**config.mk**
```make
export PLATFORM = sky130hd
export DESIGN_NAME = rwsd_alu
export DESIGN_NICKNAME = d
export VERILOG_FILES = /design/src/rtl/rwsd_pkg.sv /design/src/rtl/rwsd_alu.sv
export SDC_FILE = /design/constraint.sdc
export NUM_CORES = 1
export LEC_CHECK = 0
export BUFFER_PORTS_ARGS = -buffer_cell sky130_fd_sc_hd__buf_2
export CAP_MARGIN = 20
export CORE_ASPECT_RATIO = 1.25
export CORE_MARGIN = 10
export CORE_UTILIZATION = 55
export DETAILED_ROUTE_END_ITERATION = 8
export PLACE_DENSITY = 0.89
export SETUP_SLACK_MARGIN = 0.5
export SLEW_MARGIN = 40
export SYNTH_ARGS = -nofsm -noshare
export SYNTH_HDL_FRONTEND = slang
export SYNTH_SLANG_ARGS = --single-unit
export TNS_END_PERCENT = 20
```
**constraint.sdc**
```tcl
create_clock -name vclk -period 6.8
set_input_delay 1.02 -clock vclk [all_inputs]
set_output_delay 1.02 -clock vclk [all_outputs]
set_load 0.02 [all_outputs]
```
**src/rtl/rwsd_pkg.sv**
```systemverilog
package rwsd_pkg;

    // Field widths fixed by the beat formats.
    localparam int SAMPLE_BITS = 24;
    localparam int STD_BITS    = 24;

    // Configuration port.
    localparam int CFG_W     = 9;
    localparam int CFG_IDX_W = 2;

    localparam logic [CFG_IDX_W-1:0] REG_WINDOW_LENGTH  = 2'd0;
    localparam logic [CFG_IDX_W-1:0] REG_DOF_CORRECTION = 2'd1;

    localparam int               WIN_RESET = 20;
    localparam logic [CFG_W-1:0] DOF_RESET = 9'd1;

    typedef struct packed {
        logic signed [SAMPLE_BITS-1:0] sample;
        logic                          sample_ok;
    } t_in_beat;

    typedef struct packed {
        logic [STD_BITS-1:0] std_value;
        logic                std_ok;
    } t_out_beat;

    typedef enum logic {
        ALU_ADD,
        ALU_SUB
    } t_alu_op;

endpackage

```
**src/rtl/rwsd_alu.sv**
```systemverilog
module rwsd_alu #(
    parameter int WIDTH = 66
) (
    input  logic [WIDTH-1:0] i_a,
    input  logic [WIDTH-1:0] i_b,
    input  rwsd_pkg::t_alu_op i_op,
    output logic [WIDTH-1:0] o_res,
    output logic             o_carry
);

    import rwsd_pkg::*;

    logic             is_sub;
    logic [WIDTH-1:0] b_in;
    logic [WIDTH:0]   sum_ext;

    // On a subtract the carry out is set when a >= b (unsigned).
    assign is_sub  = (i_op == ALU_SUB);
    assign b_in    = is_sub ? ~i_b : i_b;
    assign sum_ext = {1'b0, i_a} + {1'b0, b_in} + {{WIDTH{1'b0}}, is_sub};
    assign o_res   = sum_ext[WIDTH-1:0];
    assign o_carry = sum_ext[WIDTH];

endmodule

```
==> impl_metrics.csv <==
group,metric,value,unit
setup_path,max_stage_delay,0.72,ns
yosys,ys_seq_area_share,0,%
sta,maxSlewViolCount,0,
routing,wire_per_inst,18.8,um
clock_network,hold_buffers,0,
finish,diodes,0,
routing,highest_layer,"met4",
die,core_area,8330,um^2
yosys,synth_top_area_share,17.2,%
power_and_ir_drop,p_sw_share,63.2,%
clock_network,cts_setup_buffers,0,
global_routing,grt_use_total,25.2,%
routing,drt_pass1_iterations,5,
yosys,synth_largest_area_cell,"ha_1",
yosys,synthCells,660,
global_routing,grt-ovfl-total,0,
global_routing,first_global_vias,5821,
global_routing,grt_max_degree,52,
setup_path,crit_slowest_cell,"a2111oi_0",
sta,finalSetupViolCount,0,
routing,drt_iter0_drc,400,
worst_hold_path,min_from,"i_a[0]",
worst_hold_path,hold_path.class,"input pin to primary output",
sta,max_freq,0.176,GHz
sta,hold_viol_final,0,
yosys,ys_types,72,
outcome,status,"complete, no violations",
setup_path,cp-start-kind,"input pin",
power_and_ir_drop,power.density,184,nW/um^2
place,port_buffers,200,
clock_network,cts_resized,0,
die,die_w,103,um
setup_path,crit_top_cell,"a21o_1",
finish,area_growth,21.2,%
sta,fin_tns_setup,0,ns
finish,mostFrequentLayoutCell,"buf_2",
die,pin_count,200,
global_routing,antenna_found_initial,0,
setup_path,crit_fanout,32,
finish,final_area,5730,um^2
sta,slew_headroom,45.6,%
power_and_ir_drop,pwr-share-clk,0,%
yosys,synth_area_leaders,"ha_1, xor2_1, a21oi_1, xnor2_1, a21o_1",
yosys,yosys_warnings,0,
yosys,synth.cell_area,4730,um^2
routing,remaining_drc_errors,0,
routing,drt-total-wl,17500,um
routing,wl_met3,1400,um
setup_path,arrival,4.66,ns
power_and_ir_drop,net-switching-power,668,uW
setup_path,crit_buf_inv,3,
sta,fin_crit_sh,83.5,%
setup_path,crit_start,"i_op",
die,dieArea,12700,um^2
place,dp_hpwl,14900,um
sta,holdWs,2.37,ns
yosys,syn_area_per_cell,7.17,um^2
power_and_ir_drop,p_int,389,uW
place,gp_congestion,0.946,
routing,routed_via_density,6.15,
die,std_cell_rows,37,
setup_path,path_delay_family,"compound AO/OA/AOI/OAI gates",
finish,mostFrequentLayoutCells,"buf_2, xor2_1, a21oi_1",
routing,drt.antenna.violating_nets,0,
worst_hold_path,min_to,"o_res[0]",
finish,seq_area,0,um^2
finish,clkbuf_count,0,
finish,layout-drive-gt1-share,29.4,%
sta,tightest_slew,0.796,ns
setup_path,path_cells,"buf_4 -> buf_12 -> xor2_1 -> ha_1 -> a21o_1 -> a21o_1 -> a21oi_1 -> nor2_1 -> a2111oi_0 -> o31a_1 -> o21ai_4 -> a221oi_2 -> xnor2_1 -> buf_2",
routing,via_count,5723,
run,timing.max_cap.violations,0,
routing,wl_met2,9020,um
global_routing,grt_pass1_wl,27100,um
die,start_util,56.8,%
yosys,synth.net_count,859,
power_and_ir_drop,irDropWorstVdd,0.000108,V
setup_path,required,5.78,ns
worst_hold_path,hold_depth,3,
finish,design.seq.count,0,
power_and_ir_drop,sequentialPowerShare,0,%
setup_path,cp-end-kind,"primary output",
setup_path,path_class,"input pin to primary output",
finish,fin_nets,1035,
power_and_ir_drop,p_leak,2.83,nW
routing,met1_length,6610,um
die,die_h,124,um
power_and_ir_drop,p_comb_share,100.0,%
sta,rsz0062_at_grt,"no",
sta,min_period,5.68,ns
place,placed_cell_area,5710,um^2
[cell families after synthesis]
| family | Yosys count | share of synthesized area [%] |
|---|---|---|
| mux | 2 | 0.529 |
| simple gates | 182 | 19.3 |
| buf+inv | 44 | 4.44 |
| compound gates | 241 | 35.0 |
| xor+xnor | 125 | 23.1 |
| fa+ha+maj | 66 | 17.6 |
[worst max path at each step]
stage	depth (start not counted)	end	slack [ns]
2_1_floorplan	13	o_res[51]	1.60
3_3_place_gp	13	o_res[64]	1.17
3_5_place_dp	13	o_res[64]	1.19
4_1_cts	13	o_res[64]	1.17
5_1_grt	14	o_res[64]	1.02
6_report	14	o_res[64]	1.12
[tightest hold or removal path: stages]
cell,delay [ns]
buf_2,0.10
xor2_1,0.07
buf_2,0.16
[synth_stat cells, types with 3 or more instances]
master,count
xor2_1,92
a21oi_1,76
ha_1,65
nand2_1,57
nor2_1,42
o21ai_0,42
xnor2_1,33
a21o_1,32
nand3_1,19
inv_1,16
nand4_1,14
o21bai_1,13
nor3_1,11
buf_2,10
o21ai_1,10
a31oi_1,8
clkbuf_1,7
nor2b_1,7
buf_1,6
o21a_1,6
a211oi_1,5
a221o_1,5
o211ai_1,5
a21oi_2,4
and2_1,4
and3_1,4
a211oi_2,3
a31o_2,3
nand2b_1,3
o31ai_1,3
or2_2,3
[layer usage]
metal  GRT usage, %  vias to the layer above
li1               -                     2771
met1           28.1                     2610
met2           48.1                      297
met3           3.38                       45
met4           7.14                        0
met5              0                        -
[metrics by stage]
stage	setup WS, ns	power, mW	util, %	std cells
2_1_floorplan	1.60	0.736	-	660
3_3_place_gp	1.17	1.03	68.5	930
3_5_place_dp	1.19	1.04	68.5	930
4_1_cts	1.17	1.05	68.5	930
5_1_grt	1.02	1.14	68.8	931
6_report	1.12	1.06	68.8	931
[power groups by stage]
stage / Clock [mW] / Combinational, mW / Sequential (mW)
detailed placement: 0 / 1.04 / 0
global placement: 0 / 1.03 / 0
finish: 0 / 1.06 / 0
floorplan: 0 / 0.736 / 0
global route: 0 / 1.14 / 0
CTS: 0 / 1.05 / 0
[final cells by class]
| type | instances | area (um^2) |
|---|---|---|
| Fill cell | 745 | 2600 |
| Inverter | 16 | 60.1 |
| Multi-Input combinational cell | 616 | 4520 |
| Tap cell | 97 | 121 |
| Timing Repair Buffer | 202 | 1030 |
No activity file was read; power rests on OpenSTA's default activity.
